--- config.mk ---
export PLATFORM = sky130hd
export DESIGN_NAME = tpcc_div_cell
export DESIGN_NICKNAME = d
export VERILOG_FILES = /design/src/tpcc_pkg.sv /design/src/tpcc_div_cell.sv
export SDC_FILE = /design/constraint.sdc
export NUM_CORES = 1
export LEC_CHECK = 0
export ABC_AREA = 1
export BUFFER_PORTS_ARGS = -buffer_cell sky130_fd_sc_hd__buf_4
export CORE_MARGIN = 2
export CORE_UTILIZATION = 48
export CTS_CLUSTER_DIAMETER = 80
export DETAILED_ROUTE_END_ITERATION = 12
export PLACE_DENSITY = 0.78
export SYNTH_ARGS = -nofsm -noshare
export SYNTH_HDL_FRONTEND = slang
export SYNTH_SLANG_ARGS = --single-unit
--- constraint.sdc ---
create_clock -name i_clk -period 1.92 [get_ports i_clk]
set_input_delay 0.192 -clock i_clk [delete_from_list [all_inputs] [get_ports i_clk]]
set_output_delay 0.192 -clock i_clk [all_outputs]
set_load 0.1 [all_outputs]
--- src/tpcc_pkg.sv ---
`default_nettype none
package tpcc_pkg;
    localparam int CURV_BITS = 26;
    localparam logic [CURV_BITS-1:0] CURV_MAX = {CURV_BITS{1'b1}};
    localparam logic [CURV_BITS-1:0] THRESH_RESET = 26'd83886;

    typedef struct packed {
        logic valid;
        logic zero;
        logic sat;
    } t_ctl;
endpackage
`default_nettype wire

--- src/tpcc_div_cell.sv ---
`default_nettype none
module tpcc_div_cell #(
    parameter int XW   = 77,
    parameter int DENW = 54,
    parameter int IDX  = 0
) (
    input  wire                                i_clk,
    input  wire                                i_rst_n,
    input  tpcc_pkg::t_ctl                     i_ctl,
    input  wire [XW-1:0]                       i_rem,
    input  wire [tpcc_pkg::CURV_BITS-1:0]      i_quo,
    input  wire [DENW-1:0]                     i_den,
    output tpcc_pkg::t_ctl                     o_ctl,
    output logic [XW-1:0]                      o_rem,
    output logic [tpcc_pkg::CURV_BITS-1:0]     o_quo,
    output logic [DENW-1:0]                    o_den
);
    tpcc_pkg::t_ctl                   r_ctl;
    logic [XW-1:0]                    r_rem, n_rem;
    logic [tpcc_pkg::CURV_BITS-1:0]   r_quo, n_quo;
    logic [DENW-1:0]                  r_den;
    logic [XW-1:0]                    trial;

    assign trial = {{(XW-DENW){1'b0}}, i_den} << IDX;

    always_comb begin
        if (i_rem >= trial) begin
            n_rem = i_rem - trial;
            n_quo = i_quo | ({{(tpcc_pkg::CURV_BITS-1){1'b0}}, 1'b1} << IDX);
        end else begin
            n_rem = i_rem;
            n_quo = i_quo;
        end
    end

    always_ff @(posedge i_clk) begin
        if (!i_rst_n) begin
            r_ctl <= '0;
        end else begin
            r_ctl <= i_ctl;
        end
        r_rem <= n_rem;
        r_quo <= n_quo;
        r_den <= i_den;
    end

    assign o_ctl = r_ctl;
    assign o_rem = r_rem;
    assign o_quo = r_quo;
    assign o_den = r_den;
endmodule
`default_nettype wire

==> results of run 1 <==
[cells by family after synthesis]
kind of cell               synth area share
adders and majority gates            0.0648
buffers and inverters                 0.150
and+or+nand+nor                       0.391
DFF                                   0.299
xor gates and xnor gates             0.0302
AOI/OAI and AO/OA                    0.0646
[metrics by stage]
stage | instances | utilization | setup TNS, ps | setup WS [ps]
2_1_floorplan | 1806 | - | 0 | 2.13
3_3_place_gp | 2748 | 0.734 | -33500 | -557
3_5_place_dp | 2748 | 0.734 | -36670 | -674
4_1_cts | 2925 | 0.847 | -31.9 | -24.8
[repair_timing]
item	CTS
gates cloned	6
setup buffers	10
hold buffers	129
endpoints found under the hold margin	126
gates resized for setup	66
endpoints found under the setup margin	71
pin swaps	6
[layer usage]
metal  GRT overflow  track usage
met1              5        0.820
met2             94        0.972
met3              5        0.708
met4             78        0.862
met5              0        0.495
==> flow_metrics.tcl, run 1 <==
set metrics [dict create \
    status "did not finish" \
    lastStage "global routing (5_1_grt)" \
    error_line "[ERROR GRT-0232] Routing congestion too high. Check the congestion heatmap in the GUI." \
    grt-ovfl-total 182 \
    yosysWarnings 0 \
    synthFlopType "dfxtp_1" \
    cts.sinks 160 \
    synth_edf_count 0 \
    gp_congestion 1.03 \
    clk_path_buf_depth 2 \
    synth_cell_types 31 \
    seq_area_frac_synth 0.299 \
    die_x_um 154 \
    synthCells 1806 \
    async_reset_ff_frac 0 \
    synth_nets 2023 \
    synth_top_cells_by_count "nand2_1 (736), inv_1 (381), dfxtp_1 (160)" \
    io_pins 322 \
    synth_top_cell_by_area "dfxtp_1" \
    cts-root-buf "clkbuf_16" \
    grt.total_usage 0.836 \
    place_hpwl_mm 40.7 \
    port_buffers 321 \
    synth.avg_cell_area_um2 5.94 \
    yosysMostFrequentCell "nand2_1" \
    rows 54 \
    synth_top_area_frac 0.299 \
    placed_cell_area_um2 16100 \
    grt_max_degree 19 \
    ys_seq_elements 160 \
    cts_buffers 17 \
    synthTopCellsByArea "dfxtp_1 (30%), nand2_1 (26%), inv_1 (13%)" \
    die_h_um 154 \
    start_util 0.490 \
    syn_area_um2 10700 \
    worst_endpoint_kind "sequential cell input" \
    worst_endpoint "o_rem[71]$_DFF_P_/D" \
    h-tree-depth 4 \
]
==> inputs of run 2 (changes only) <==
--- a/config.mk
+++ b/config.mk
@@ -8,10 +8,9 @@
 export ABC_AREA = 1
 export BUFFER_PORTS_ARGS = -buffer_cell sky130_fd_sc_hd__buf_4
 export CORE_MARGIN = 2
-export CORE_UTILIZATION = 48
-export CTS_CLUSTER_DIAMETER = 80
+export CORE_UTILIZATION = 39
 export DETAILED_ROUTE_END_ITERATION = 12
-export PLACE_DENSITY = 0.78
+export PLACE_DENSITY_LB_ADDON = 0.15
 export SYNTH_ARGS = -nofsm -noshare
 export SYNTH_HDL_FRONTEND = slang
 export SYNTH_SLANG_ARGS = --single-unit
==> constraint.sdc (replaced) <==
create_clock -name i_clk -period 2.5 [get_ports i_clk]
set_input_delay 0.25 -clock i_clk [delete_from_list [all_inputs] [get_ports i_clk]]
set_output_delay 0.25 -clock i_clk [all_outputs]
set_load 0.1 [all_outputs]
==> run 2 against run 1 <==
  * Synthesized cell count unchanged
  * Synthesized area did not move
  * The flow now finishes without violations
==> flow_metrics.tcl, run 2 <==
set metrics [dict create \
    synth.avg_cell_area_um2 5.94 \
    cts_tree "yes" \
    ant_nets 0 \
    die-area_um2 28900 \
    cts_buffers 17 \
    async_reset_ff_frac 0 \
    area_delta_synth_final_pct 53.2 \
    largest_reg_flops 77 \
    synthXorXnorAreaFrac 0.0302 \
    routedWlPerCell_um 17.2 \
    yosysMostFrequentCell "nand2_1" \
    yosysWarnings 0 \
    setup_tns_ps 0 \
    synthMuxAreaShare 0 \
    seq_area_frac_synth 0.299 \
    critPathLaunchType "input port" \
    rows 60 \
    syn_area_um2 10700 \
    cts.sinks 160 \
    start_util 0.398 \
    grt.total_usage 0.326 \
    slew_headroom 0.614 \
    finalCriticalPeriod_ps 2330 \
    maxSlewViolCount 0 \
    h-tree-depth 4 \
    worstMarginPinSlew_ps 579 \
    worstHoldPathType "input port to flip-flop" \
    post-route-cell-area_um2 16400 \
    io_pins 322 \
    top_usage_layer "met2" \
    core-area_um2 27000 \
    status "complete, no violations" \
    synth_nets 2023 \
    synth_top_cells_by_count "nand2_1 (736), inv_1 (381), dfxtp_1 (160)" \
    clk_path_buf_depth 2 \
    use_met1 0.422 \
    synthCells 1806 \
    cts-root-buf "clkbuf_16" \
    synth_top_area_frac 0.299 \
    layout_common_cells "nand2_1 (736), buf_4 (523), inv_1 (381)" \
    gp_congestion 0.967 \
    cts.clk_slew.worst_paths_ps 80 \
    synthAdderAreaFrac 0.0648 \
    synthFlopType "dfxtp_1" \
    ys_seq_elements 160 \
    placed_cell_area_um2 15000 \
    crit_type "input port to flip-flop" \
    finalSetupViolCount 0 \
    place_hpwl_mm 39.4 \
    globalRouteMet2Util 0.530 \
    synth_top_cell_by_area "dfxtp_1" \
    num_antenna_cells 0 \
    first_pass_iters 5 \
    crit_arrival_ps 2660 \
    nets 2639 \
    cp.required_ps 2820 \
    crit_end "o_rem[32]$_DFF_P_" \
    critPathLaunch "i_den[4]" \
    powerDensity_nw_per_um2 638 \
    drc 0 \
    crit_fanout 65 \
    layout_commonest_cell "nand2_1" \
    finalHoldViolCount 0 \
    peakVddDrop_uv 415 \
    drive_above_1_share 0.259 \
    post-route-util 0.610 \
    die_x_um 170 \
    antenna_found_initial 0 \
    synth_top_family_by_area "simple AND/OR/NAND/NOR gates" \
    port_buffers 321 \
    grt_max_degree 66 \
    synth_cell_types 31 \
    viasPerCell 4.70 \
    vias 13046 \
    synth-compound-area-share 0.0646 \
    drtIter0Drc 790 \
    grt_setup_unrepaired "no" \
    drv_cap 0 \
    grt-ovfl-total 0 \
    fmax_mhz 429 \
    die_h_um 170 \
    grt_pass1_wl_mm 70.3 \
    min_period_over_period 0.933 \
    cellLeakagePower_nw 9.30 \
    totalWireLength_mm 47.7 \
    crit_path_end_kind "flip-flop" \
    use_met3 0.0591 \
    grt_pass1_vias 12774 \
    synthTopCellsByArea "dfxtp_1 (30%), nand2_1 (26%), inv_1 (13%)" \
    synthSimpleGateAreaFrac 0.391 \
    synth_edf_count 0 \
]
-- run 2: cell counts after synthesis --
Identical to the previous run, type by type.
-- run 2: repair_timing --
item / 4_1_cts / 5_1_grt
endpoints found under the setup margin: 0 / 0
gates resized for setup: 0 / 0
hold buffers: 84 / 0
hold endpoints to repair: 84 / 0
setup buffers: 0 / 0
-- run 2: routing by layer --
metal / vias to the layer above / routed length (µm)
met2: 519 / 21200
met3: 83 / 3670
met1: 5823 / 20800
met4: 0 / 2090
li1: 6621 / -
met5: - / 0
-- run 2: metrics by stage --
step / worst slack (ps) / power [W] / std cells / hold slack [ps]
floorplan: 438 / 0.00617 / 1806 / 278
global placement: -145 / 0.00767 / 2660 / 354
detailed placement: -178 / 0.00770 / 2660 / 356
CTS: 243 / 0.0105 / 2776 / 2.44
global route: 19.0 / 0.0109 / 2776 / 16.9
finish: 166 / 0.0105 / 2776 / 6.44
-- run 2: logic make-up (layout without fill, tap and decap cells) --
logic type                 Yosys count  count (layout)
adders and majority gates           55              55
AOI/OAI and AO/OA                  108             108
DFF                                160             160
buffers and inverters              409            1038
xor gates and xnor gates            37              37
and+or+nand+nor                   1037            1037
-- run 2: cell type report --
class | instances | area [µm²]
well taps | 341 | 427
clock buffers | 17 | 425
inverters | 395 | 1480
multi-input cells | 1237 | 5910
clock inverters | 15 | 141
flip-flops and latches | 160 | 3200
fillers | 2551 | 10500
repair buffers | 611 | 4850
-- run 2: how the worst min path moves through the flow --
stage               depth (start not counted)  startpoint  slack [ps]                  end
global placement                            1    i_quo[6]         350     o_quo[6]$_DFF_P_
finish                                      3     i_rst_n           6  o_ctl[0]$_SDFF_PN0_
detailed placement                          1   i_quo[15]         360    o_quo[15]$_DFF_P_
global route                                3   i_rem[51]          20    o_rem[51]$_DFF_P_
floorplan                                   0    i_den[0]         280     o_den[0]$_DFF_P_
CTS                                         3   i_rem[42]           2    o_rem[42]$_DFF_P_
-- run 2: power breakdown --
group	internal, W	total, W	switching, W
clock	0.00133	0.00269	0.00136
combinational	0.00141	0.00488	0.00347
sequential	0.00283	0.00291	0.0000802
total	0.00558	0.0105	0.00491
-- run 2: critical path: stages --
cell	delay, ps
buf_4	90
inv_1	40
ha_1	340
nand2_1	160
nor2_1	240
nand4_1	220
nor2_1	220
nand3_1	180
nand2_1	100
nor2_1	60
nand2_2	90
clkinv_2	130
buf_12	210
nand2_1	160
o21ai_2	70
Note: power is estimated with default switching activity, not from simulation.
