## src/tpcc_pkg.sv

```systemverilog
`default_nettype none
package tpcc_pkg;
    localparam int CURV_BITS = 26;
    localparam logic [CURV_BITS-1:0] CURV_MAX = {CURV_BITS{1'b1}};
    localparam logic [CURV_BITS-1:0] THRESH_RESET = 26'd83886;

    typedef struct packed {
        logic valid;
        logic zero;
        logic sat;
    } t_ctl;
endpackage
`default_nettype wire

```

## src/tpcc_sqrt_cell.sv

```systemverilog
`default_nettype none
module tpcc_sqrt_cell #(
    parameter int SQW = 35,
    parameter int RW  = 18,
    parameter int TAGW = 35,
    parameter int K   = 0
) (
    input  wire                         i_clk,
    input  wire                         i_rst_n,
    input  tpcc_pkg::t_ctl              i_ctl,
    input  wire [2:0][SQW-1:0]          i_rem,
    input  wire [2:0][RW-1:0]           i_root,
    input  wire [TAGW-1:0]              i_tag,
    output tpcc_pkg::t_ctl              o_ctl,
    output logic [2:0][SQW-1:0]         o_rem,
    output logic [2:0][RW-1:0]          o_root,
    output logic [TAGW-1:0]             o_tag
);
    localparam int TW = SQW + RW + 2;

    tpcc_pkg::t_ctl       r_ctl;
    logic [2:0][SQW-1:0]  r_rem, n_rem;
    logic [2:0][RW-1:0]   r_root, n_root;
    logic [TAGW-1:0]      r_tag;

    // One root bit per lane: try 2*r*2^K + 2^2K against the remainder.
    always_comb begin
        logic [TW-1:0] trial;
        logic [TW-1:0] remx;
        for (int l = 0; l < 3; l++) begin
            remx  = {{(TW-SQW){1'b0}}, i_rem[l]};
            trial = ({{(TW-RW){1'b0}}, i_root[l]} << (K + 1))
                  | ({{(TW-1){1'b0}}, 1'b1} << (2 * K));
            if (remx >= trial) begin
                n_rem[l]  = SQW'(remx - trial);
                n_root[l] = i_root[l] | ({{(RW-1){1'b0}}, 1'b1} << K);
            end else begin
                n_rem[l]  = i_rem[l];
                n_root[l] = i_root[l];
            end
        end
    end

    always_ff @(posedge i_clk) begin
        if (!i_rst_n) begin
            r_ctl <= '0;
        end else begin
            r_ctl <= i_ctl;
        end
        r_rem  <= n_rem;
        r_root <= n_root;
        r_tag  <= i_tag;
    end

    assign o_ctl  = r_ctl;
    assign o_rem  = r_rem;
    assign o_root = r_root;
    assign o_tag  = r_tag;
endmodule
`default_nettype wire

```

## config.mk

```make
export PLATFORM = sky130hd
export DESIGN_NAME = tpcc_sqrt_cell
export DESIGN_NICKNAME = d
export VERILOG_FILES = /design/src/tpcc_pkg.sv /design/src/tpcc_sqrt_cell.sv
export SDC_FILE = /design/constraint.sdc
export NUM_CORES = 1
export LEC_CHECK = 0
export BUFFER_PORTS_ARGS = -buffer_cell sky130_fd_sc_hd__buf_2
export CELL_PAD_IN_SITES_DETAIL_PLACEMENT = 1
export CELL_PAD_IN_SITES_GLOBAL_PLACEMENT = 1
export CORE_MARGIN = 2
export CORE_UTILIZATION = 34
export DETAILED_ROUTE_END_ITERATION = 10
export HOLD_SLACK_MARGIN = 0.12
export PLACE_DENSITY_LB_ADDON = 0.1
export REMOVE_ABC_BUFFERS = 1
export SYNTH_ARGS = -nofsm -noshare
export SYNTH_HDL_FRONTEND = slang
export SYNTH_SLANG_ARGS = --single-unit
```

## constraint.sdc

```tcl
create_clock -name i_clk -period 3.8 [get_ports i_clk]
set_input_delay 0.76 -clock i_clk [delete_from_list [all_inputs] [get_ports i_clk]]
set_output_delay 0.76 -clock i_clk [all_outputs]
set_load 0.05 [all_outputs]
```

After elaboration in Yosys (flattened, before gate mapping)
Cells that the tools add are included.

word-level totals
  flip-flop bits (word level) = 197
  input bits = 199
  output and inout port bits = 197
  logic and storage cells = 22

cells by class
  add/sub/neg operators = 3
  $lt $le $gt $ge = 3
  mux-type cells = 3

operator list
  operator          number
  $ge A35 B19 Y1    3
  $mux W35          3
  $sub A35 B19 Y35  3

Longest topological paths before layout
Gate-level depths: netlist of the first run.

  depth after elaboration = 2
  depth in mapped cells = 12
  mapped depth without buffers = 10

Least setup slack after synthesis of the first run
Ideal clock, no wire load.

  path kind = input -> register
  from = in i_rem[23] in the netlist's numbering
  to = reg r_rem (netlist bit o_rem[1])
  library setup time = 129 ps
  data arrival time = 3125 ps
  required time = 3671 ps
  slack = 546 ps
  stages on the path = 9
  buffers on the path = 2
  cell sequence = or4_4 > or4b_4 > or4_1 > o21a_2 > and2_1 > buf_2 > buf_1 > nand2_1 > o21ai_0

RTL lines
  element                 line                  text
  start: declaration      tpcc_sqrt_cell.sv:11  input wire [2:0][SQW-1:0] i_rem,
  end signal: assignment  tpcc_sqrt_cell.sv:50  r_rem <= n_rem;
  end: declaration        tpcc_sqrt_cell.sv:22  logic [2:0][SQW-1:0] r_rem, n_rem;

==> flow_metrics.tcl, run 1 <==
set metrics [dict create \
    pin_count 396 \
    cp.required_ns 4.09 \
    synth_xor_area_share_pct 8.94 \
    synthAdderAreaFrac_pct 8.58 \
    vias_per_cell 4.95 \
    fp.dieH_um 167 \
    grt_pass1_vias 9001 \
    first_pass_iters 4 \
    period_share_pct 84.7 \
    cts_buffers 17 \
    p_leak_uw 0.00574 \
    clk_pin_slew_ns 0.08 \
    gp_congestion 0.836 \
    synth-edff-count 0 \
    grt_max_degree 43 \
    ys_types 65 \
    hold_buffers 0 \
    synth_top_family_by_area "compound AO/OA/AOI/OAI gates" \
    fin_nets 1673 \
    utilization_pct 46.4 \
    wl_um 30700 \
    netlist.area_leader.share_pct 43.8 \
    syn_inst 1004 \
    syn-cell-area_um2 9010 \
    synthToLayoutAreaGrowth_pct 34.3 \
    initial_core_util_pct 34.6 \
    clock-root-buffer "clkbuf_16" \
    drive_above_1_share_pct 32.7 \
    cp_max_fo 12 \
    arrival_ns 3.51 \
    cts.sinks 197 \
    setup.worst_path.start_class "primary input" \
    dieArea_um2 27800 \
    finalHoldViolations 0 \
    routedWlPerCell_um 17.4 \
    antenna_found_initial 5 \
    synth_area_per_cell_um2 8.98 \
    grt_pass1_wl_um 48500 \
    finalNonFillerCells 1764 \
    place_hpwl_um 25200 \
    crit_type "in2reg" \
    dp_cells 1730 \
    port_buffers 395 \
    min_period_ns 3.22 \
    yosys.area_share.simple_pct 16.7 \
    gr-total-overflow 0 \
    peakVddDrop_mv 0.284 \
    synth-seq-cells 197 \
    fmax_ghz 0.311 \
    status "finished clean" \
    synth-main-ff-cell "dfxtp_1" \
    cts_tree "built" \
    worst_slew_pin_slew_ns 0.866 \
    first_iter_violations 410 \
    maxCapViolations 0 \
    ys_top_cells_by_area "dfxtp_1 44%, ha_1 7.9%, xor2_1 4.6%, xnor2_1 4.4%, nand2_1 4.1%" \
    clockBufferDepth 2 \
    drc_errors 0 \
    total_power_uw 6090 \
    synth_compound_area_share_pct 17.3 \
    power_density_nw_per_um2 503 \
    synth_largest_area_cell "dfxtp_1" \
    core_area_um2 26100 \
    die_w_um 167 \
    ant_nets 0 \
    row_count 59 \
    yosysSeqAreaShare_pct 43.8 \
    min_path_cells 1 \
    tns_ns 0 \
    cts_setup_buffers 0 \
    yosys_warnings 0 \
    synthMuxAreaShare_pct 0.250 \
    slew_violations 0 \
    min-delay-path-class "in2reg" \
    endpoint_kind "flop" \
    vias 8724 \
    async_reset_ff_share_pct 0 \
    grt.total_usage_pct 21.7 \
    h-tree-depth 4 \
    rsz0062_at_grt "no" \
    max_slew_margin_pct 40.8 \
    setup_viol 0 \
    cts-resized-gates 0 \
]
[cells by family after synthesis]
| kind of cell | after synthesis |
|---|---|
| muxes | 2 |
| buffers and inverters | 104 |
| adders and majority gates | 60 |
| and+or+nand+nor | 300 |
| xor gates and xnor gates | 92 |
| DFF | 197 |
| AOI/OAI and AO/OA | 249 |
[cell usage in the layout, fill, tap and decap left out, types with 4 or more instances in the layout]
cell / n
nor4_1: 14
buf_4: 24
and2_1: 7
nand2b_1: 12
ha_1: 57
dfxtp_1: 197
xor2_1: 47
a31oi_1: 6
a211oi_1: 9
buf_2: 395
o211ai_1: 9
a21boi_0: 6
o21a_1: 8
or3_1: 6
a21o_1: 18
nor3_1: 23
inv_1: 75
o21bai_1: 6
clkbuf_16: 17
inv_6: 4
o21ai_0: 74
a2111oi_0: 7
o31ai_1: 15
nand3_1: 25
nor2b_1: 6
a21oi_1: 63
nand2_1: 99
and3_1: 6
or4_1: 9
nor2_1: 58
xnor2_1: 45
a211o_1: 4
nand4_1: 14
[critical path: stages]
cell and delay [ns]:
buf_2 0.10, inv_1 0.05, ha_1 0.38, a21oi_1 0.25
o21ai_0 0.14, a31o_2 0.24, a311oi_1 0.69, and2_1 0.52
a2111oi_0 0.19, xor2_1 0.18
[per-stage QoR]
| stage | setup WS, ns | hold WS (ns) | area [um^2] |
|---|---|---|---|
| global route | 0.335 | 0.396 | 12100 |
| CTS | 0.615 | 0.400 | 12100 |
| detailed placement | 0.160 | 0.864 | 11500 |
| floorplan | -0.0175 | 0.788 | 8890 |
| global placement | 0.194 | 0.862 | 11500 |
| finish | 0.581 | 0.416 | 12100 |
[cell usage after synthesis (4+ instances only)]
cell type,n
nor3_1,23
nand2b_1,12
nor4_1,14
o21ai_0,74
clkbuf_1,21
and3_1,6
xnor2_1,45
a211oi_1,9
a21oi_1,63
a21boi_0,6
nand3_1,25
dfxtp_1,197
nand4_1,14
xor2_1,47
nor2b_1,6
a21o_1,18
and2_1,7
a2111oi_0,7
nor2_1,58
ha_1,57
o21bai_1,6
or3_1,6
o21a_1,8
or4_1,9
nand2_1,99
o31ai_1,15
inv_1,75
a211o_1,4
o211ai_1,9
a31oi_1,6
[report_power, final]
part	internal (uW)	switching, uW	total, uW
registers	2280	52.3	2330
logic	514	1360	1880
clock network	964	913	1880
total	3760	2330	6090
[flip-flops by register name, summed over array words and instances (netlist names)]
name    count
o_tag      35
o_ctl       3
o_root     54
o_rem     105
[routing by layer]
layer  GRT usage [%]  vias to the layer above  wire length, um
li1                -                     4337                -
met4            3.94                        4              306
met3            5.77                       25             1940
met2            39.0                      255            15500
met1            26.3                     4103            12900
met5               0                        -               23
[cell type report]
class / instances / area [um^2]
antenna: 2 / 5.00
inverter: 75 / 282
timing repair buffer: 420 / 2180
clock inverter: 13 / 164
fill: 3220 / 14000
tap: 335 / 419
multi-input combinational: 703 / 4670
clock buffer: 19 / 443
sequential: 197 / 3940
[worst paths after layout]
| check | from | endpoint | slack [ns] |
|---|---|---|---|
| hold / removal | i_tag[27] | o_tag[27]$_DFF_P_ | 0.42 |
| setup / recovery | i_root[33] | o_rem[64]$_DFF_P_ | 0.58 |
No activity file was read; power rests on OpenSTA's default activity.
==> inputs of run 2 (changes only) <==
- ABC_AREA: not set -> 1
- clock period: 3.8 -> 3.1 ns (I/O delays scaled with it)
==> run 2 against run 1 <==
  * Final cell count up 38%
  * Wire length grew 36%
  * Sequential cell count stayed put
  * Count of clock-buffer cells in the layout fell by 1
  * Area after synthesis increased by 21%
  * Global-route usage increased by 3.1 points
  * Worst hold slack lost 0.16 ns
  * Clock power rose by 24%
  * Critical path depth is 2 higher
  * Via count rose by 32%
  * First-iteration DRC count rose by 4.9%
  * Highest routed layer unchanged
==> flow_metrics.tcl, run 2 <==
set metrics [dict create \
    finalHoldViolations 0 \
    place_hpwl_um 36000 \
    arrival_ns 2.90 \
    initial_core_util_pct 34.5 \
    grt_max_degree 34 \
    grt_pass1_vias 11800 \
    row_count 65 \
    cp_max_fo 5 \
    h-tree-depth 4 \
    maxCapViolations 0 \
    ys_types 35 \
    min_period_ns 2.50 \
    dieArea_um2 33500 \
    port_buffers 395 \
    cts_tree "built" \
    syn-cell-area_um2 10900 \
    cts_buffers 17 \
    cp.required_ns 3.50 \
    design_area_um2 14000 \
    total_power_uw 7730 \
    power_density_nw_per_um2 553 \
    rsz0062_at_grt "no" \
    synthToLayoutAreaGrowth_pct 28.2 \
    clockBufferDepth 2 \
    grt.total_usage_pct 24.9 \
    clock-root-buffer "clkbuf_16" \
    vias_per_cell 4.72 \
    async_reset_ff_share_pct 0 \
    setup_viol 0 \
    yosysSeqAreaShare_pct 36.2 \
    final_cell_mix "482 x nand2_1, 395 x buf_2, 262 x inv_1" \
    endpoint_kind "flop" \
    worst_slew_pin_slew_ns 0.733 \
    routedWlPerCell_um 17.2 \
    fmax_ghz 0.400 \
    synth_largest_area_cell "dfxtp_1" \
    placed_area_um2 13300 \
    synth-edff-count 0 \
    cts-resized-gates 0 \
    crit_type "in2reg" \
    synth-seq-cells 197 \
    hold_buffers 0 \
    first_iter_violations 430 \
    synth_area_per_cell_um2 6.77 \
    slew_violations 0 \
    peakVddDrop_mv 0.363 \
    max_slew_margin_pct 50.6 \
    pin_count 396 \
    ant_nets 0 \
    cts_setup_buffers 0 \
    die_w_um 183 \
    fin_nets 2277 \
    yosys_warnings 0 \
    wl_um 41800 \
    netlist.area_leader.share_pct 36.2 \
    ys_top_cells_by_area "dfxtp_1 36%, nand2_1 17%, inv_1 9.0%, ha_1 6.5%, nor2_1 5.9%" \
    final_common_cell "nand2_1" \
    drc_errors 0 \
    syn_inst 1610 \
    grt_pass1_wl_um 64200 \
    yosysMostFrequentCell "nand2_1" \
    first_pass_iters 5 \
    gp_congestion 0.904 \
    drive_above_1_share_pct 25.6 \
    fp.dieH_um 183 \
    min-delay-path-class "in2reg" \
    antenna_found_initial 6 \
    tns_ns 0 \
    synth-main-ff-cell "dfxtp_1" \
    p_leak_uw 0.00727 \
    synth_common_cells "482 x nand2_1, 262 x inv_1, 197 x dfxtp_1, 170 x nor2_1, 88 x nand3_1" \
    setup.worst_path.start_class "primary input" \
    largest_reg_flops 105 \
    period_share_pct 80.7 \
    status "finished clean" \
    core_area_um2 31600 \
    gr-total-overflow 0 \
    cts.sinks 197 \
    vias 11500 \
    clk_pin_slew_ns 0.08 \
]
## run 2: cell count changes in the layout (fill, tap and decap cells not counted), moves of 21 or more
| cell | before | now |
|---|---|---|
| inv_1 | 75 | 262 |
| nor2_1 | 58 | 170 |
| nand3_1 | 25 | 88 |
| a21oi_2 | 0 | 21 |
| xor2_1 | 47 | 13 |
| o21ai_0 | 74 | 51 |
| nand2_1 | 99 | 482 |
## run 2: through the flow
stage | utilization [%] | std cells | setup slack [ns] | hold slack, ns
4_1_cts | 44.2 | 2433 | 0.676 | 0.231
5_1_grt | 44.3 | 2436 | 0.514 | 0.230
2_1_floorplan | - | 1595 | 0.559 | 0.648
3_5_place_dp | 42.3 | 2401 | 0.179 | 0.724
6_report | 44.3 | 2436 | 0.598 | 0.257
3_3_place_gp | 42.3 | 2401 | 0.283 | 0.723
## run 2: cell families (layout without fill, tap and decap cells)
| group | count (synthesis) | count (layout) | share of synthesized area (%) |
|---|---|---|---|
| DFF | 197 | 197 | 36.2 |
| buffers and inverters | 286 | 707 | 10.6 |
| and+or+nand+nor | 841 | 841 | 32.5 |
| adders and majority gates | 60 | 60 | 7.10 |
| other | 0 | 3 | 0 |
| xor gates and xnor gates | 50 | 50 | 4.02 |
| AOI/OAI and AO/OA | 176 | 176 | 9.52 |
## run 2: final timing paths
kind      start                 to  slack (ns)  depth (start not counted)
max   i_rem[70]  o_rem[94]$_DFF_P_        0.60                         12
min   i_tag[27]  o_tag[27]$_DFF_P_        0.26                          1
## run 2: final cells by class
cell class | count | area, um^2
Clock inverter | 14 | 188
Multi-Input combinational cell | 1127 | 5790
Clock buffer | 18 | 429
Fill cell | 4239 | 17600
Sequential cell | 197 | 3940
Timing Repair Buffer | 404 | 2080
Tap cell | 402 | 503
Inverter | 271 | 1020
Antenna cell | 3 | 7.51
## run 2: critical path: stages
cell and delay [ns]:
buf_2 0.15, inv_1 0.08, fa_1 0.47, inv_1 0.14, nand3_1 0.10, nand2_1 0.12
a21oi_1 0.15, o21ai_0 0.62, nand2_1 0.16, nand2_1 0.10, nand2_1 0.06, a21oi_2 0.12
## run 2: power breakdown
group	total [uW]	internal (uW)	switching, uW
combinational	2520	649	1870
sequential	2880	2790	82.6
clock	2330	1170	1160
total	7730	4610	3120
## run 2: per-layer routing
| layer | share of wire, % | GRT usage (%) | vias up |
|---|---|---|---|
| met5 | 0.079 | 0 | - |
| met4 | 2.2 | 7.94 | 4 |
| met3 | 6.1 | 5.96 | 46 |
| met2 | 47 | 42.8 | 310 |
| met1 | 44 | 30.6 | 5311 |
| li1 | - | - | 5817 |
